`config.mk`:
```
export PLATFORM = sky130hd
export DESIGN_NAME = joystick_axis_calibrate_scale_unit
export DESIGN_NICKNAME = d
export VERILOG_FILES = /design/src/rtl/jacs_pkg.sv /design/src/rtl/jacs_serial_div.sv /design/src/rtl/joystick_axis_calibrate_scale_unit.sv
export VERILOG_INCLUDE_DIRS = /design/src /design/src/rtl
export SDC_FILE = /design/constraint.sdc
export NUM_CORES = 1
export LEC_CHECK = 0
export ABC_AREA = 1
export BUFFER_PORTS_ARGS = -buffer_cell sky130_fd_sc_hd__buf_2
export CAP_MARGIN = 20
export CORE_AREA = 3 3 217 219
export DETAILED_ROUTE_END_ITERATION = 10
export DIE_AREA = 0 0 220 222
export PLACE_DENSITY = 0.77
export SYNTH_ARGS = -nofsm -noshare
export SYNTH_HDL_FRONTEND = slang
export SYNTH_HIERARCHICAL = 1
export SYNTH_SLANG_ARGS = --single-unit
```
`constraint.sdc`:
```
create_clock -name i_clk -period 11.3 [get_ports i_clk]
set_input_delay 1.13 -clock i_clk [delete_from_list [all_inputs] [get_ports i_clk]]
set_output_delay 1.13 -clock i_clk [all_outputs]
set_load 0.1 [all_outputs]
```
`src/rtl/joystick_axis_calibrate_scale_unit_defines.svh`:
```
// Assertion macros for the joystick axis calibrate and scale unit.
// Included by the top-level RTL file, which carries the concurrent assertions.
`ifndef JOYSTICK_AXIS_CALIBRATE_SCALE_UNIT_DEFINES_SVH
`define JOYSTICK_AXIS_CALIBRATE_SCALE_UNIT_DEFINES_SVH

// Same-cycle implication, disabled while reset is asserted.
`define JACS_ASSERT_IMP(label, clk, rst_n, ante, cons, msg) \
    label: assert property (@(posedge clk) disable iff (!rst_n) (ante) |-> (cons)) \
        else $error(msg);

// Next-cycle implication, disabled while reset is asserted.
`define JACS_ASSERT_NXT(label, clk, rst_n, ante, cons, msg) \
    label: assert property (@(posedge clk) disable iff (!rst_n) (ante) |=> (cons)) \
        else $error(msg);

`endif

```
`src/rtl/jacs_pkg.sv`:
```
// Shared constants for the joystick axis calibrate and scale unit.
// No dependencies; imported by the top level.
`timescale 1ns / 1ps

package jacs_pkg;

    // Default parameter values.
    localparam int SAMPLE_BITS_DEF    = 12;
    localparam int CENTRE_SAMPLES_DEF = 100;

    // Centre value after reset, before masking to the sample width.
    localparam int CENTRE_RESET = 2000;

    // Fixed field widths.
    localparam int VEL_W  = 12;
    localparam int GAIN_W = 11;
    localparam int DZ_W   = 11;

    localparam logic [GAIN_W-1:0] GAIN_FAST = 11'd1600;
    localparam logic [GAIN_W-1:0] GAIN_SLOW = 11'd800;

    // Configuration port.
    localparam int CFG_IDX_W  = 3;
    localparam int CFG_DATA_W = 11;

    localparam logic [CFG_IDX_W-1:0] CFG_CALIBRATE_MODE = 3'd0;
    localparam logic [CFG_IDX_W-1:0] CFG_FAST_MODE      = 3'd1;
    localparam logic [CFG_IDX_W-1:0] CFG_DEAD_ZONE      = 3'd2;
    localparam logic [CFG_IDX_W-1:0] CFG_INVERT_X       = 3'd3;
    localparam logic [CFG_IDX_W-1:0] CFG_INVERT_Y       = 3'd4;
    localparam logic [CFG_IDX_W-1:0] CFG_Y_ENABLE       = 3'd5;

    localparam logic [DZ_W-1:0] DEAD_ZONE_RESET = 11'd100;

endpackage

```
`src/rtl/jacs_serial_div.sv`:
```
// Bit-serial restoring divider, one quotient bit per cycle.
// No dependencies; instantiated once per axis by the top level.
`timescale 1ns / 1ps

module jacs_serial_div #(
    parameter int DVD_W = 23,
    parameter int DVS_W = 12
) (
    input  logic             i_clk,
    input  logic             i_rst_n,
    input  logic             i_start,
    input  logic [DVD_W-1:0] i_dividend,
    input  logic [DVS_W-1:0] i_divisor,
    output logic [DVD_W-1:0] o_quotient,
    output logic             o_done
);

    localparam int CNT_W = $clog2(DVD_W + 1);

    logic [DVD_W-1:0] r_quo;
    logic [DVS_W-1:0] r_rem;
    logic [DVS_W-1:0] r_dvs;
    logic [CNT_W-1:0] r_cnt;
    logic             r_busy;
    logic             r_done;

    logic [DVS_W:0]   n_trial;
    logic             n_ge;
    logic [DVS_W:0]   n_diff;
    logic [DVS_W-1:0] n_rem;

    // The dividend shifts out of the top of r_quo while quotient bits enter at the bottom.
    always_comb begin
        n_trial = {r_rem, r_quo[DVD_W-1]};
        n_ge    = (n_trial >= {1'b0, r_dvs});
        n_diff  = n_trial - {1'b0, r_dvs};
        n_rem   = n_ge ? n_diff[DVS_W-1:0] : n_trial[DVS_W-1:0];
    end

    always_ff @(posedge i_clk) begin
        if (!i_rst_n) begin
            r_busy <= 1'b0;
            r_done <= 1'b0;
            r_cnt  <= '0;
        end else begin
            r_done <= 1'b0;
            if (i_start) begin
                r_quo  <= i_dividend;
                r_rem  <= '0;
                r_dvs  <= i_divisor;
                r_cnt  <= CNT_W'(DVD_W);
                r_busy <= 1'b1;
            end else if (r_busy) begin
                r_quo <= {r_quo[DVD_W-2:0], n_ge};
                r_rem <= n_rem;
                r_cnt <= r_cnt - 1'b1;
                if (r_cnt == CNT_W'(1)) begin
                    r_busy <= 1'b0;
                    r_done <= 1'b1;
                end
            end
        end
    end

    assign o_quotient = r_quo;
    assign o_done     = r_done;

endmodule

```
`src/rtl/joystick_axis_calibrate_scale_unit.sv`:
```
// Joystick axis calibrate and scale unit: learns stick center and limits, maps samples to velocity.
// Uses jacs_pkg, jacs_serial_div and the assertion macro header.
// A request passes through ST_PREP, the serial divider (ST_DIV) and ST_OUT before its result is registered.
// A new request is taken only in ST_IDLE, after the last one has left ST_OUT; a result may wait.
// Reset (synchronous, active low) restores configuration, limits, centers and the sample count.
`timescale 1ns / 1ps
`include "joystick_axis_calibrate_scale_unit_defines.svh"

module joystick_axis_calibrate_scale_unit #(
    parameter int SAMPLE_BITS    = jacs_pkg::SAMPLE_BITS_DEF,
    parameter int CENTRE_SAMPLES = jacs_pkg::CENTRE_SAMPLES_DEF
) (
    input  logic                                i_clk,
    input  logic                                i_rst_n,

    // Configuration write port.
    input  logic                                i_cfg_we,
    input  logic [jacs_pkg::CFG_IDX_W-1:0]      i_cfg_index,
    input  logic [jacs_pkg::CFG_DATA_W-1:0]     i_cfg_data,

    // Sample request channel.
    input  logic                                i_in_valid,
    output logic                                o_in_stall,
    input  logic [SAMPLE_BITS-1:0]              i_x_sample,
    input  logic [SAMPLE_BITS-1:0]              i_y_sample,

    // Result channel.
    output logic                                o_out_valid,
    input  logic                                i_out_stall,
    output logic signed [jacs_pkg::VEL_W-1:0]   o_x_velocity,
    output logic signed [jacs_pkg::VEL_W-1:0]   o_y_velocity,
    output logic                                o_centre_learning
);

    import jacs_pkg::*;

    // The divider runs over the full gain * displacement product so that the
    // quotient can be saturated at the gain afterwards.
    localparam int DVD_W = SAMPLE_BITS + GAIN_W;
    localparam int CS_W  = $clog2(CENTRE_SAMPLES + 1);
    localparam int DVS_W = (SAMPLE_BITS > CS_W) ? SAMPLE_BITS : CS_W;
    localparam int CNT_W = $clog2(CENTRE_SAMPLES + 2);

    localparam logic [SAMPLE_BITS-1:0] MID_SCALE  = {1'b1, {(SAMPLE_BITS-1){1'b0}}};
    localparam logic [SAMPLE_BITS-1:0] CENTRE_RST =
        SAMPLE_BITS'(CENTRE_RESET % (1 << SAMPLE_BITS));
    localparam logic [CNT_W-1:0] CNT_LAST = CNT_W'(CENTRE_SAMPLES);

    typedef enum logic [1:0] {ST_IDLE, ST_PREP, ST_DIV, ST_OUT} t_state;

    // Per-axis values taken at request time: displacement from the center,
    // the span on that side of the center, and whether the stick is on the low side.
    typedef struct packed {
        logic                          neg;
        logic [SAMPLE_BITS-1:0]        d;
        logic signed [SAMPLE_BITS:0]   span;
    } t_axis_prep;

    // Configuration registers.
    logic              r_calibrate_mode;
    logic              r_fast_mode;
    logic [DZ_W-1:0]   r_dead_zone;
    logic              r_invert_x;
    logic              r_invert_y;
    logic              r_y_enable;

    // Learned geometry.
    logic [CNT_W-1:0]       r_sample_count;
    logic [SAMPLE_BITS-1:0] r_x_low_limit;
    logic [SAMPLE_BITS-1:0] r_x_high_limit;
    logic [SAMPLE_BITS-1:0] r_y_low_limit;
    logic [SAMPLE_BITS-1:0] r_y_high_limit;
    logic [SAMPLE_BITS-1:0] r_x_centre;
    logic [SAMPLE_BITS-1:0] r_y_centre;

    // Request in flight.
    t_state                 r_state;
    logic [SAMPLE_BITS-1:0] r_x_smp;
    logic [SAMPLE_BITS-1:0] r_y_smp;
    t_axis_prep             r_x_prep;
    t_axis_prep             r_y_prep;

    // Output register.
    logic                     r_out_valid;
    logic signed [VEL_W-1:0]  r_x_vel;
    logic signed [VEL_W-1:0]  r_y_vel;
    logic                     r_learning;

    logic [GAIN_W-1:0] gain;
    logic              accept;
    logic              out_free;
    logic              div_start;
    logic [DVD_W-1:0]  x_dividend;
    logic [DVD_W-1:0]  y_dividend;
    logic [DVS_W-1:0]  x_divisor;
    logic [DVS_W-1:0]  y_divisor;
    logic [DVD_W-1:0]  x_quo;
    logic [DVD_W-1:0]  y_quo;
    logic              x_done;
    logic              y_done;

    logic [CNT_W-1:0]        n_sample_count;
    logic                    n_learning;
    logic signed [VEL_W-1:0] n_x_vel;
    logic signed [VEL_W-1:0] n_y_vel;

    // A sample equal to the center counts as the low side, as does anything below it.
    function automatic t_axis_prep prep_axis(
        input logic [SAMPLE_BITS-1:0] s,
        input logic [SAMPLE_BITS-1:0] lo,
        input logic [SAMPLE_BITS-1:0] hi,
        input logic [SAMPLE_BITS-1:0] c
    );
        t_axis_prep p;
        if (s > c) begin
            p.neg  = 1'b0;
            p.d    = s - c;
            p.span = signed'({1'b0, hi}) - signed'({1'b0, c});
        end else begin
            p.neg  = 1'b1;
            p.d    = c - s;
            p.span = signed'({1'b0, c}) - signed'({1'b0, lo});
        end
        return p;
    endfunction

    // Saturate the quotient at the gain, apply the dead zone, then the direction.
    // A span that is zero or negative forces the axis to zero.
    function automatic logic signed [VEL_W-1:0] map_vel(
        input logic [DVD_W-1:0]  q,
        input t_axis_prep        p,
        input logic              inv,
        input logic [GAIN_W-1:0] g,
        input logic [DZ_W-1:0]   dz
    );
        logic [GAIN_W-1:0] mag;
        logic [VEL_W-1:0]  pos;
        logic              span_bad;
        logic signed [VEL_W-1:0] res;
        span_bad = p.span[SAMPLE_BITS] || (p.span == '0);
        if (q > DVD_W'(g)) begin
            mag = g;
        end else begin
            mag = q[GAIN_W-1:0];
        end
        pos = VEL_W'(mag) - VEL_W'(dz);
        if (span_bad || (mag < dz)) begin
            res = '0;
        end else if (p.neg ^ inv) begin
            res = signed'(-pos);
        end else begin
            res = signed'(pos);
        end
        return res;
    endfunction

    assign gain       = r_fast_mode ? GAIN_FAST : GAIN_SLOW;
    assign o_in_stall = (r_state != ST_IDLE);
    assign accept     = i_in_valid && !o_in_stall;
    assign out_free   = !r_out_valid || !i_out_stall;
    assign div_start  = (r_state == ST_PREP);

    // In calibration the divider averages: each sample is divided by the
    // number of center samples. In run mode it scales the displacement by the
    // gain over the span on the stick's side of the center.
    always_comb begin
        if (r_calibrate_mode) begin
            x_dividend = DVD_W'(r_x_smp);
            y_dividend = DVD_W'(r_y_smp);
            x_divisor  = DVS_W'(CENTRE_SAMPLES);
            y_divisor  = DVS_W'(CENTRE_SAMPLES);
        end else begin
            x_dividend = DVD_W'(r_x_prep.d) * DVD_W'(gain);
            y_dividend = DVD_W'(r_y_prep.d) * DVD_W'(gain);
            x_divisor  = DVS_W'(r_x_prep.span[SAMPLE_BITS-1:0]);
            y_divisor  = DVS_W'(r_y_prep.span[SAMPLE_BITS-1:0]);
        end
    end

    jacs_serial_div #(
        .DVD_W (DVD_W),
        .DVS_W (DVS_W)
    ) u_x_div (
        .i_clk      (i_clk),
        .i_rst_n    (i_rst_n),
        .i_start    (div_start),
        .i_dividend (x_dividend),
        .i_divisor  (x_divisor),
        .o_quotient (x_quo),
        .o_done     (x_done)
    );

    jacs_serial_div #(
        .DVD_W (DVD_W),
        .DVS_W (DVS_W)
    ) u_y_div (
        .i_clk      (i_clk),
        .i_rst_n    (i_rst_n),
        .i_start    (div_start),
        .i_dividend (y_dividend),
        .i_divisor  (y_divisor),
        .o_quotient (y_quo),
        .o_done     (y_done)
    );

    // The first calibration sample clears the geometry, the next
    // CENTRE_SAMPLES samples build the center, and the count then stays put.
    always_comb begin
        n_sample_count = r_sample_count;
        if (r_sample_count == '0) begin
            n_sample_count = CNT_W'(1);
        end else if (r_sample_count <= CNT_LAST) begin
            n_sample_count = r_sample_count + 1'b1;
        end
        n_learning = (n_sample_count <= CNT_LAST);
        n_x_vel    = map_vel(x_quo, r_x_prep, r_invert_x, gain, r_dead_zone);
        n_y_vel    = r_y_enable ? map_vel(y_quo, r_y_prep, r_invert_y, gain, r_dead_zone)
                                : '0;
    end

    // Configuration writes. Indexes outside the register list are ignored.
    always_ff @(posedge i_clk) begin
        if (!i_rst_n) begin
            r_calibrate_mode <= 1'b0;
            r_fast_mode      <= 1'b1;
            r_dead_zone      <= DEAD_ZONE_RESET;
            r_invert_x       <= 1'b1;
            r_invert_y       <= 1'b0;
            r_y_enable       <= 1'b1;
        end else if (i_cfg_we) begin
            case (i_cfg_index)
                CFG_CALIBRATE_MODE: r_calibrate_mode <= i_cfg_data[0];
                CFG_FAST_MODE:      r_fast_mode      <= i_cfg_data[0];
                CFG_DEAD_ZONE:      r_dead_zone      <= i_cfg_data[DZ_W-1:0];
                CFG_INVERT_X:       r_invert_x       <= i_cfg_data[0];
                CFG_INVERT_Y:       r_invert_y       <= i_cfg_data[0];
                CFG_Y_ENABLE:       r_y_enable       <= i_cfg_data[0];
                default: ;
            endcase
        end
    end

    // Sequencer, learned geometry and output register. A finished result is
    // held in the output register while the next request is already taken in;
    // only the final step waits for the output register to free up. In that
    // final step the output register is always reloaded, so the plain release
    // of a taken result applies only in the other states.
    always_ff @(posedge i_clk) begin
        if (!i_rst_n) begin
            r_state        <= ST_IDLE;
            r_out_valid    <= 1'b0;
            r_sample_count <= '0;
            r_x_low_limit  <= '0;
            r_x_high_limit <= '1;
            r_y_low_limit  <= '0;
            r_y_high_limit <= '1;
            r_x_centre     <= CENTRE_RST;
            r_y_centre     <= CENTRE_RST;
        end else begin
            if (r_out_valid && !i_out_stall && (r_state != ST_OUT)) begin
                r_out_valid <= 1'b0;
            end
            case (r_state)
                ST_IDLE: begin
                    if (accept) begin
                        r_x_smp  <= i_x_sample;
                        r_y_smp  <= i_y_sample;
                        r_x_prep <= prep_axis(i_x_sample, r_x_low_limit,
                                              r_x_high_limit, r_x_centre);
                        r_y_prep <= prep_axis(i_y_sample, r_y_low_limit,
                                              r_y_high_limit, r_y_centre);
                        r_state  <= ST_PREP;
                    end
                end
                ST_PREP: begin
                    r_state <= ST_DIV;
                end
                ST_DIV: begin
                    if (x_done) begin
                        r_state <= ST_OUT;
                    end
                end
                ST_OUT: begin
                    if (out_free) begin
                        r_out_valid <= 1'b1;
                        r_state     <= ST_IDLE;
                        if (r_calibrate_mode) begin
                            r_x_vel        <= '0;
                            r_y_vel        <= '0;
                            r_learning     <= n_learning;
                            r_sample_count <= n_sample_count;
                            if (r_sample_count == '0) begin
                                r_x_low_limit  <= MID_SCALE;
                                r_x_high_limit <= MID_SCALE;
                                r_y_low_limit  <= MID_SCALE;
                                r_y_high_limit <= MID_SCALE;
                                r_x_centre     <= '0;
                                r_y_centre     <= '0;
                            end else if (r_sample_count <= CNT_LAST) begin
                                // The low bits of the quotient are sample / CENTRE_SAMPLES.
                                r_x_centre <= r_x_centre + x_quo[SAMPLE_BITS-1:0];
                                r_y_centre <= r_y_centre + y_quo[SAMPLE_BITS-1:0];
                            end else begin
                                if (r_x_smp < r_x_low_limit) begin
                                    r_x_low_limit <= r_x_smp;
                                end
                                if (r_x_smp > r_x_high_limit) begin
                                    r_x_high_limit <= r_x_smp;
                                end
                                if (r_y_smp < r_y_low_limit) begin
                                    r_y_low_limit <= r_y_smp;
                                end
                                if (r_y_smp > r_y_high_limit) begin
                                    r_y_high_limit <= r_y_smp;
                                end
                            end
                        end else begin
                            r_x_vel    <= n_x_vel;
                            r_y_vel    <= n_y_vel;
                            r_learning <= 1'b0;
                        end
                    end
                end
                default: begin
                    r_state <= ST_IDLE;
                end
            endcase
        end
    end

    assign o_out_valid       = r_out_valid;
    assign o_x_velocity      = r_x_vel;
    assign o_y_velocity      = r_y_vel;
    assign o_centre_learning = r_learning;

    `JACS_ASSERT_NXT(a_accept_blocks, i_clk, i_rst_n, accept, o_in_stall, "request taken while busy")
    `JACS_ASSERT_IMP(a_div_lockstep, i_clk, i_rst_n, 1'b1, x_done == y_done, "dividers out of step")
    `JACS_ASSERT_IMP(a_done_in_div, i_clk, i_rst_n, x_done, r_state == ST_DIV, "divider done outside wait")
    `JACS_ASSERT_IMP(a_count_bound, i_clk, i_rst_n, 1'b1, r_sample_count <= CNT_W'(CENTRE_SAMPLES + 1), "sample count overrun")
    `JACS_ASSERT_IMP(a_learning_quiet, i_clk, i_rst_n, o_out_valid && o_centre_learning, (o_x_velocity == '0) && (o_y_velocity == '0), "velocity while learning")

endmodule
```
==> results of run 1 <==
## sequential cells by signal (all words and copies together) (netlist names), 23 cells and up
signal and flops:
r_x_prep 26, r_y_prep 26, u_x_div/o_quotient 23, u_y_div/o_quotient 23
## layout by cell type, fill, tap and decap left out, types with 22 or more instances in the layout
cell,n
a21oi_1,226
o21ai_1,24
nor2_1,311
nand4_1,35
nand2_1,1028
o21ai_0,127
xor2_1,68
edfxtp_1,195
nor3_1,26
nand2_2,22
fa_1,72
conb_1,22
nand3_1,198
ha_1,328
dfxtp_1,109
inv_1,557
xnor2_1,35
buf_2,69
clkbuf_16,37
## worst min-delay path: stages, from the launching register on
cell and delay, ns:
dfxtp_1 0.32, o31ai_1 0.06, nand3_1 0.06
## stage by stage
step	utilization (%)	power, mW
5_1_grt	63.8	5.73
6_report	63.8	5.26
4_1_cts	63.8	5.26
2_1_floorplan	-	3.56
3_5_place_dp	61.3	4.08
3_3_place_gp	61.3	4.03
## per-layer routing
metal	global-route usage [%]	up-vias
met4	7.79	4
met5	0	-
met2	41.6	686
met3	4.60	134
met1	39.5	10600
li1	-	11900
## power by group through the flow
stage | Sequential [mW] | Combinational [mW] | Clock [mW]
finish | 1.62 | 2.48 | 1.16
global route | 1.63 | 2.88 | 1.23
CTS | 1.61 | 2.47 | 1.18
detailed placement | 1.64 | 2.44 | 0
global placement | 1.63 | 2.40 | 0
floorplan | 1.61 | 1.94 | 0
## worst min path at each step
stage	endpoint	cells past startpoint	startpoint	slack [ns]
final	r_invert_x	2	r_invert_x	0.48
after global routing	r_invert_x	2	r_invert_x	0.52
after CTS	u_x_div/r_cnt[4]	2	u_x_div/r_cnt[4]	0.49
after detailed placement	r_y_enable	2	r_y_enable	0.47
after global placement	r_y_enable	2	r_y_enable	0.46
after floorplan	r_invert_y	2	r_invert_y	0.43
## layout make-up
type                            count  area, µm²
Tap cell                          600        751
Clock buffer                       46        980
Sequential cell                   306       8080
Fill cell                        4058      16400
Clock inverter                     19        170
Multi-Input combinational cell   2702      16300
Timing Repair Buffer               80        440
Inverter                          572       2160
==> results.md, run 1 <==
Clock network:
- The clock drives between 300 and 400 sinks.
- TritonCTS created 37 clock buffers.
- Clock-pin slew was measured on the worst setup and hold paths at about 0.06 ns.
- The H-tree level count is 2.
- The number of gates resized after cts is 0.
- After clock tree synthesis, the flow added hold-fix buffers numbering 0.
- The cell sitting at the root of the clock tree is a clkbuf_16.
- The largest buffer count on any clock path is 3.
- The clock tree from TritonCTS is built.
- The clock reaches the later pin of the worst-skew pair after between 0.5 and 0.6 ns.
- The number of buffers inserted by post-CTS setup repair is 0.

Pwr:
- Registers are responsible for around 31% of the overall power.
- The share of total power dissipated in combinational logic is 47.2%.
- In this run switching power makes up a little over two fifths of total power.
- The leakage power is between 10 and 15 nW.
- The clock share of power is 22.1%.
- The power per cell area is between 150 and 200 nW/µm².
- The maximum vdd drop is 0.152 mV.
- Cell internal power was estimated by the tool at 3.06 mW.
- In this run the power spent charging and discharging nets is 2.21 mW.

STA:
- Timing would allow up to about 210 MHz.
- The worst-margin pin slew is about 1.1 ns.
- Setup violations remaining at the end of the flow were counted as 0.
- Headroom to the max-slew limit came out at approximately 27%.
- The total negative slack is 0 ns.
- For the final database, setup skew stands at roughly 0.026 ns.
- The number of max-slew violations in the final report is 0.
- The count of final hold-check violations is 0.
- For the finished layout, the period the worst path requires is roughly 4.8 ns.
- Final hold analysis gives a worst-case slack of between 0.4 and 0.5 ns.
- Setup repair after global routing left no endpoint under its margin.
- In the finished design, the share of the clock period the worst path needs comes to between 40% and 50%.
- Once routing completed, OpenROAD measured the worst setup slack at around 6.5 ns.

Cells and area:
- The number of standard cells in the final layout excluding fillers is approximately 4300.
- The fraction of final layout cells sized beyond drive strength 1 is approximately 6.1%.
- The total number of nets in the final design is just over 4000.
- The synthesis-to-layout area growth is 7.22%.
- The final non-filler cell area is roughly 29000 µm².
- The diode insertion count for antenna repair is 0.

Flow run:
- The max-capacitance violation count is 0.

Routing:
- Detailed routing inserted a total of ~23000 vias.
- The final routed wirelength across all metal layers is between 60000 and 70000 µm.
- The violation count after the first detailed-routing iteration is approximately 1800.
- The length of routed wiring on met1 is 30600 µm.
- The DRC violations left is 0.
- The first TritonRoute pass finished after 6 iterations.
- The highest layer touched by signal routing is met5.
- The antenna violation net count after detailed routing is 0.
- In the final routed layout, each cell accounts on average for 15.3 µm.
- The mean number of vias per cell is roughly 5.4.
- Wire segments on met3 add up to about 5100 µm in the final route.
- Summed over all nets, wire length on met2 after detailed routing comes to about 29000 µm.

Yosys:
- The synthesized cell area is between 20000 and 30000 µm².
- After technology mapping, the gate count stands at 3649.
- The synthesis warning total is 6.
- In this run the mean area of a mapped cell was between 7 and 8 µm².

Critical path:
- The end of the worst register-to-register path is u_x_div/o_quotient[20].
- The critical path in this run is classified as flip-flop to flip-flop.
- The source of the worst register-to-register timing path is r_fast_mode.
- In this run the worst path has a maximum fanout of approximately 70.
- For the worst setup path, the data required time is approximately 12 ns.
- The family with the most delay on the worst path is adder cells.
- The critical path goes through buf_4 -> nand2_1 -> inv_1 -> fa_1 -> fa_1 -> fa_1 -> ha_1 -> ha_1 -> ha_1 -> a21oi_1 -> nand2_1 -> nand4_1 -> o211ai_1 -> nand2_1 -> nand2_1 -> o21ai_0 -> a21oi_1 -> nand2_1 -> nand2_1.
- The worst setup path is captured at a flip-flop.
- The start point of the critical path is r_fast_mode.
- The register-to-register setup slack is ~6.5 ns.
- The count of buffering cells on the critical path with inverters included is 2.
- The most critical setup path has its endpoint at u_x_div/o_quotient[20].
- The cell at the slowest stage of the critical path is fa_1.
- The worst setup path is launched from a flip-flop.
- Data on the critical path arrives at its endpoint at approximately 5.1 ns.
- The number of cell instances on the worst register-to-register path is 19.
- The cell that appears most often on the critical path is nand2_1.
- In this design, the stage delay of the slowest critical-path cell is 0.52 ns.
- The critical path crosses 19 cells after its start point.

Die:
- The number of top-level design ports is 70.
- The number of placement rows is between 70 and 80.
- The full die area is approximately 50000 µm².
- Once the floorplan was initialized, standard cells occupied about three fifths of the core.
- The standard cell core area is between 40000 and 50000 µm².
- The die is 222 µm tall.
- From left edge to right edge, the die measures approximately 220 µm.

Global route:
- Summed over all layers, the global routing overflow is 0.
- The number of antenna violations at the first check in global routing was 3.
- The first global-routing pass estimated approximately 110000 µm of wire.
- The pin count of the biggest net entering global routing is 77.
- The number of global-route vias before repair was approximately 21000.
- The aggregate global-route resource usage is a little over a quarter.

Place:
- After detailed placement, the design holds a cell count of ~4300.
- Timing analysis after detailed placement gives a worst setup slack of between 6 and 7 ns.
- The detailed placer's ending HPWL is around 50000 µm.
- At the end of routability-driven placement, the weighted congestion stood at just under 1.
- During placement, the flow inserted port buffers numbering between 60 and 70.
- The instance area after placement is 27700 µm².

Worst hold path:
- The min-delay analysis places its worst path in the category flip-flop to flip-flop.

Run status:
- The run finished with clean final reports.
No activity file was read; power rests on OpenSTA's default activity.
==> run 2: changes to the inputs <==
CORE_AREA = 3 3 218 220   (was 3 3 217 219)
DIE_AREA = 0 0 221 223   (was 0 0 220 222)
PLACE_DENSITY = 0.8   (was 0.77)
clock period = 4.3 ns   (was 11.3 ns; I/O delays follow)
==> results.md, run 2 (synthesis gave the netlist of run 1 again) <==
Cells and area:
- The total number of nets in the final design is 4189 (+1.1%).
- The utilization after layout was 65.8% (+2.0 points).
- The synthesis-to-layout area growth is 11.0%.
- The library cell used most frequently in the layout, excluding fill and tap cells, is nand2_1.
- The largest registers in the layout are r_x_prep (26), r_y_prep (26).
- The fraction of final layout cells sized beyond drive strength 1 was 9.60% (+3.5 points).
- The diode insertion count for antenna repair is 0 (unchanged).
- The library cells used most frequently in the layout, excluding fill and tap cells, are nand2_1, inv_1, nor2_1, ha_1, a21oi_1.

STA:
- The tightest slew margin relative to the limit is 31.1% (+3.9 points).
- The part of the cycle the worst path needs came to 98.7% (+56 points).
- The worst-margin pin slew was 1.03 ns (-0.0613 ns).
- The post-route clock skew is 0.0265 ns (+0.000144 ns).
- The count of final hold-check violations is 0 (unchanged).
- The top achievable clock speed is 236 MHz (+13%).
- The smallest hold slack was 0.0760 ns (-0.407 ns).
- Setup repair after global routing could not meet its margin everywhere.
- The final setup violation count is 0 (unchanged).
- The number of max-slew violations in the final report is 0 (unchanged).
- The minimum clock period is 4.24 ns (-0.542 ns).

Critical path:
- The critical path capture point type is a flip-flop.
- The biggest fanout along the worst timing path is 11 (-85%).
- The critical path's largest stage delay is 0.58 ns (+0.06 ns).
- The critical path goes through buf_12 -> buf_8 -> nor2_4 -> fa_1 -> fa_1 -> fa_1 -> ha_4 -> ha_4 -> ha_4 -> nand2_1 -> inv_1 -> nand4_1 -> o211ai_1 -> nand2_1 -> nand2_1 -> buf_4 -> a21oi_1 -> nand2_1 -> nand2_1.
- The most critical setup path has its startpoint at r_fast_mode.
- The critical path data required time is 4.60 ns (-7.00 ns).
- The cell occurring most often along the worst timing path is nand2_1.
- The startpoint identified for the worst register-to-register timing path is r_fast_mode.
- The critical path class is flip-flop to flip-flop.
- The worst setup path is launched from a flip-flop.
- The register-to-register setup slack came to 0.06 ns (-6.46 ns).
- The worst path arrival time is 4.55 ns (-0.54 ns).
- The cell at the slowest stage of the critical path is fa_1.

Routing:
- The violation count after the first detailed-routing iteration is 2197 (+20%).
- The antenna violation net count after detailed routing was 0 (unchanged).
- The length of routed wiring on met1 is 30900 µm (+1.0%).
- The wire length on met2 is 31900 µm (+12%).
- The DRC violations left is 0 (unchanged).
- The via total after detailed routing is 24100 (+3.3%).
- The final routed wirelength across all metal layers is 71400 µm (+7.8%).
- The detailed route wirelength on metal3 is 5610 µm (+9.7%).
- The detail-routed net length per standard cell is 16.3 µm (+6.7%).
- The mean number of vias per cell is 5.50 (+2.2%).
- The number of iterations in the first detailed-routing pass is 7 (+1).
- The top routing layer in use is met4.

Die:
- The number of top-level design ports is 70 (unchanged).
- The effective utilization at floorplan is 59.3% (-0.26 points).
- The die height is 223 µm (+0.45%).
- The standard cell core area is 45500 µm² (+0.43%).
- The number of placement rows is 78 (unchanged).
- The x dimension of the die is 221 µm (+0.45%).
- The full die area is 49300 µm² (+0.91%).

Pwr:
- The maximum vdd drop came to 0.372 mV (+140%).
- The combinational group share of total power came to 52.7% (+5.5 points).
- The switching share of power is 41.5% (-0.47 points).
- The leakage power is 15.3 nW (+1.8%).
- The switching power summed over all nets came to 6.52 mW (+200%).
- The clock share of power is 20.3% (-1.8 points).
- The relative contribution of sequential cells to total power is 26.9% (-3.8 points).
- The power per cell area is 525 nW/µm² (+190%).
- The total internal power was 9.19 mW (+200%).

Flow run:
- The max-capacitance violation count is 0 (unchanged).

Clock network:
- TritonCTS built the clock tree.
- The clock-pin slew on the worst setup and hold paths is 0.06 ns (about the same).
- The tree is rooted in a clkbuf_16.
- The post-cts hold buffer count is 0 (unchanged).
- The sink count of the clock tree was 306 (unchanged).
- The clock buffer count from CTS is 37 (unchanged).
- The latest clock arrival within the worst-skew pair is 0.56 ns (about the same).
- The largest buffer count on any clock path is 3 (unchanged).
- The H-tree level count was 2 (unchanged).

Global route:
- The first-pass GRT wire length is 110000 µm (+3.7%).
- The number of antenna violations at the first check in global routing is 1 (-2).
- The aggregate global-route resource usage is 27.3% (+0.14 points).
- The number of global-route vias before repair is 21900 (+3.6%).
- The global-route congestion overflow total is 0 (unchanged).
- The pin count of the biggest net entering global routing is 55 (-29%).

Run status:
- The flow ran to the end, and the final reports show no timing, DRC or antenna violations.

Worst hold path:
- The startpoint of the most critical hold path is i_x_sample[11].
- The min-delay analysis places its worst path in the category primary input to flip-flop.

Place:
- The count of buffers from port buffering was 69 (unchanged).
- The final weighted congestion in routability-driven placement is 0.953 (-3.7%).
- The detailed placer's ending HPWL came to 53000 µm (+3.6%).
[run 2: changes by cell type in the layout (fill, tap and decap cells not counted), sizes merged]
cell	change
bufinv	+1
buf	+42
clkinvlp	+1
clkinv	-4
clkbuf	+5
[run 2: final cells by class]
type / instances / area, µm²
Tap cell: 600 / 751
Inverter: 572 / 2160
Timing Repair Buffer: 126 / 903
Sequential cell: 306 / 8080
Clock buffer: 47 / 1010
Fill cell: 3924 / 15500
Clock inverter: 17 / 195
Multi-Input combinational cell: 2702 / 16800
[run 2: worst paths after layout]
| kind | to | depth (start not counted) |
|---|---|---|
| max | u_x_div/o_quotient[20] | 19 |
| min | r_x_smp[11] | 1 |
| max reg2reg | u_x_div/o_quotient[20] | 19 |
| min reg2reg | r_invert_x | 2 |
[run 2: per-layer routing]
metal,global-route usage [%],up-vias
li1,-,12000
met1,38.2,11000
met2,43.6,890
met3,3.53,168
met4,9.72,0
met5,0,-
[run 2: power groups by stage]
stage,Combinational (mW),Sequential [mW],Clock [mW]
after floorplan,5.18,4.24,0
after global placement,6.68,4.26,0
after detailed placement,6.84,4.27,0
after CTS,6.98,4.21,3.24
after global routing,9.24,4.28,3.34
final,8.28,4.23,3.20
[run 2: critical path: cells and delay by family, from the launching register on]
| kind | cells | cell delay, ns |
|---|---|---|
| compound gates | 2 | 0.24 |
| buf+inv | 4 | 0.46 |
| simple gates | 7 | 0.53 |
| flops | 1 | 0.47 |
| fa+ha+maj | 6 | 2.28 |
[run 2: metrics by stage]
stage	total power, mW	area (µm²)	setup TNS [ns]	worst slack [ns]	instances
finish	15.7	29900	0	0.0571	4370
CTS	14.4	29300	0	0.00931	4355
global route	16.9	29900	-0.684	-0.116	4370
floorplan	9.42	27100	0	0.00248	3669
global placement	10.9	28000	0	0.0473	4291
detailed placement	11.1	28000	-0.142	-0.0332	4291
[run 2: timing repair]
item	4_1_cts	5_1_grt
cloned	0	4
pin swaps	4	55
gates resized for setup	7	96
endpoints found under the setup margin	7	17
setup buffers	0	10
==> run 3: changes to the inputs <==
CELL_PAD_IN_SITES_DETAIL_PLACEMENT = 1   (was not set)
CELL_PAD_IN_SITES_GLOBAL_PLACEMENT = 1   (was not set)
CORE_AREA = 3 3 229 287   (was 3 3 218 220)
DIE_AREA = 0 0 232 290   (was 0 0 221 223)
PLACE_DENSITY = 0.78   (was 0.8)
==> results.md, run 3 (synthesis gave the netlist of run 1 again) <==
Clock network:
- The clock-pin slew on the worst setup and hold paths is 0.06 ns (about the same).
- The latest clock arrival within the worst-skew pair is 0.57 ns (about the same).
- The clock buffer count from CTS came to 37 (unchanged).
- The CTS root buffer is clkbuf_16.
- The clock tree from TritonCTS is built.
- The post-cts hold buffer count came to 0 (unchanged).
- The H-tree level count is 2 (unchanged).
- The largest buffer count on any clock path is 3 (unchanged).
- The sink count of the clock tree was 306 (unchanged).

Pwr:
- The power per cell area came to 534 nW/µm² (+1.7%).
- The maximum vdd drop was 0.305 mV (-18%).
- The leakage power was 15.4 nW (+0.89%).
- The total power after layout is 16.4 mW (+4.1%).

Critical path:
- STA classifies the critical path endpoint as a flip-flop.
- The biggest fanout along the worst timing path came to 7 (-4).
- The worst setup path is launched from a flip-flop.
- The critical path class is flip-flop to flip-flop.
- The worst path arrival time is 4.69 ns (+0.14 ns).
- The critical path data required time is 4.61 ns (about the same).

Die:
- The effective utilization at floorplan is 42.7% (-17 points).
- The die height is 290 µm (+30%).
- The number of placement rows was 103 (+32%).
- The number of top-level design ports was 70 (unchanged).
- The full die area is 67300 µm² (+37%).
- The x dimension of the die is 232 µm (+5.0%).
- The standard cell core area is 63100 µm² (+39%).

STA:
- The worst setup slack after layout is -0.0833 ns (-0.140 ns).
- Setup repair after global routing could not meet its margin everywhere.
- The number of max-slew violations in the final report is 0 (unchanged).
- The minimum clock period is 4.38 ns (+0.140 ns).
- The top achievable clock speed came to 228 MHz (-3.2%).
- The worst-margin pin slew is 0.816 ns (-0.215 ns).
- The post-route clock skew is 0.0268 ns (+0.000281 ns).
- The count of final hold-check violations is 0 (unchanged).
- The part of the cycle the worst path needs was 102% (+3.3 points).
- The final setup violation count is 4 (+4).
- The tightest slew margin relative to the limit is 45.1% (+14 points).
- The total negative slack is -0.174 ns (-0.174 ns).

Global route:
- The global-route congestion overflow total is 0 (unchanged).
- The first-pass GRT wire length is 132000 µm (+19%).
- The pin count of the biggest net entering global routing is 53 (-3.6%).
- The number of global-route vias before repair is 25600 (+17%).
- The number of antenna violations at the first check in global routing was 1 (unchanged).
- The aggregate global-route resource usage is 24.3% (-2.9 points).

Cells and area:
- The diode insertion count for antenna repair is 0 (unchanged).
- The area growth from synthesis to layout is 13.6%.
- The fraction of final layout cells sized beyond drive strength 1 is 11.1% (+1.5 points).
- The library cell used most frequently in the layout, excluding fill and tap cells, is nand2_1.
- The total number of nets in the final design is 4220 (+0.74%).
- In the final layout, the registers with the most flip-flops are r_x_prep (26), r_y_prep (26).
- Leaving out fill and tap cells, the most frequent cells in the layout are nand2_1, inv_1, nor2_1, ha_1, a21oi_1.

Run status:
- The flow ran to the end, but the final reports show violations.
- The checks that failed: negative setup slack.

Routing:
- The violation count after the first detailed-routing iteration is 970 (-56%).
- The mean number of vias per cell is 5.24 (-4.7%).
- The detail-routed net length per standard cell is 18.4 µm (+12%).
- The final routed wirelength across all metal layers came to 85300 µm (+19%).
- The DRC violations left came to 0 (unchanged).
- The number of iterations in the first detailed-routing pass is 4 (-3).
- The antenna violation net count after detailed routing is 0 (unchanged).
- The via total after detailed routing is 24400 (+1.2%).

Place:
- The final weighted congestion in routability-driven placement came to 0.903 (-5.3%).
- The detailed placer's ending HPWL is 65700 µm (+24%).
- The count of buffers from port buffering was 69 (unchanged).

Flow run:
- The max-capacitance violation count is 0 (unchanged).

Worst hold path:
- The kind of path behind the tightest hold check is primary input to flip-flop.
run 3: worst paths after layout:
path,end,depth (start not counted),startpoint,slack [ns]
hold / removal,r_y_smp[11],1,i_y_sample[11],0.06
setup reg to reg,u_y_div/o_quotient[20],24,r_fast_mode,-0.08
hold reg to reg,r_invert_y,2,r_invert_y,0.48
setup / recovery,u_y_div/o_quotient[20],24,r_fast_mode,-0.08
run 3: layout make-up:
type / count / area [µm²]
flip-flops and latches: 306 / 8080
inverters: 572 / 2160
repair buffers: 157 / 1100
clock buffers: 51 / 1020
well taps: 840 / 1050
clock inverters: 17 / 170
fillers: 7989 / 32500
multi-input cells: 2702 / 17100
run 3: where the power goes:
group / internal (mW) / switching [mW]
registers: 3.85 / 0.414
clock network: 1.80 / 1.33
logic: 3.77 / 5.19
total: 9.42 / 6.94
run 3: timing repair:
| action | CTS | global route |
|---|---|---|
| endpoints found under the hold margin | 0 | 0 |
| gates cloned | 1 | 1 |
| endpoints found under the setup margin | 13 | 34 |
| gates resized for setup | 30 | 113 |
| pin swaps | 21 | 75 |
| setup buffers | 1 | 10 |
run 3: routing by layer:
metal / GRT usage (%) / part of all wire, % / wire [µm]
met5: 0 / 0 / 0
met4: 8.04 / 3.8 / 3210
met3: 2.30 / 2.7 / 2270
met2: 47.9 / 55 / 46600
met1: 26.8 / 39 / 33300
run 3: stage by stage:
step | worst slack, ns | instances | util (%) | hold slack (ns) | instance area [µm²]
2_1_floorplan | 0.00248 | 3669 | - | 0.432 | 27100
3_3_place_gp | -0.0450 | 4564 | 45.3 | 0.451 | 28600
3_5_place_dp | -0.131 | 4564 | 45.3 | 0.469 | 28600
4_1_cts | -0.00564 | 4634 | 47.4 | 0.0299 | 30000
5_1_grt | -0.248 | 4645 | 48.5 | 0.0525 | 30600
6_report | -0.0833 | 4645 | 48.5 | 0.0603 | 30600
run 3: critical path, stage by stage, from the launching register on:
cell	delay, ns
dfxtp_4	0.38
buf_12	0.15
buf_6	0.12
buf_4	0.13
nand2_2	0.07
inv_2	0.05
fa_2	0.56
inv_2	0.04
fa_1	0.42
inv_1	0.10
fa_1	0.46
ha_4	0.19
ha_4	0.16
ha_4	0.24
a21oi_2	0.15
nand2_2	0.08
nand4_1	0.09
o211ai_1	0.12
buf_4	0.18
nand2_2	0.06
nand2_2	0.06
o21ai_2	0.13
a21oi_1	0.06
nand2_1	0.08
nand2_1	0.05
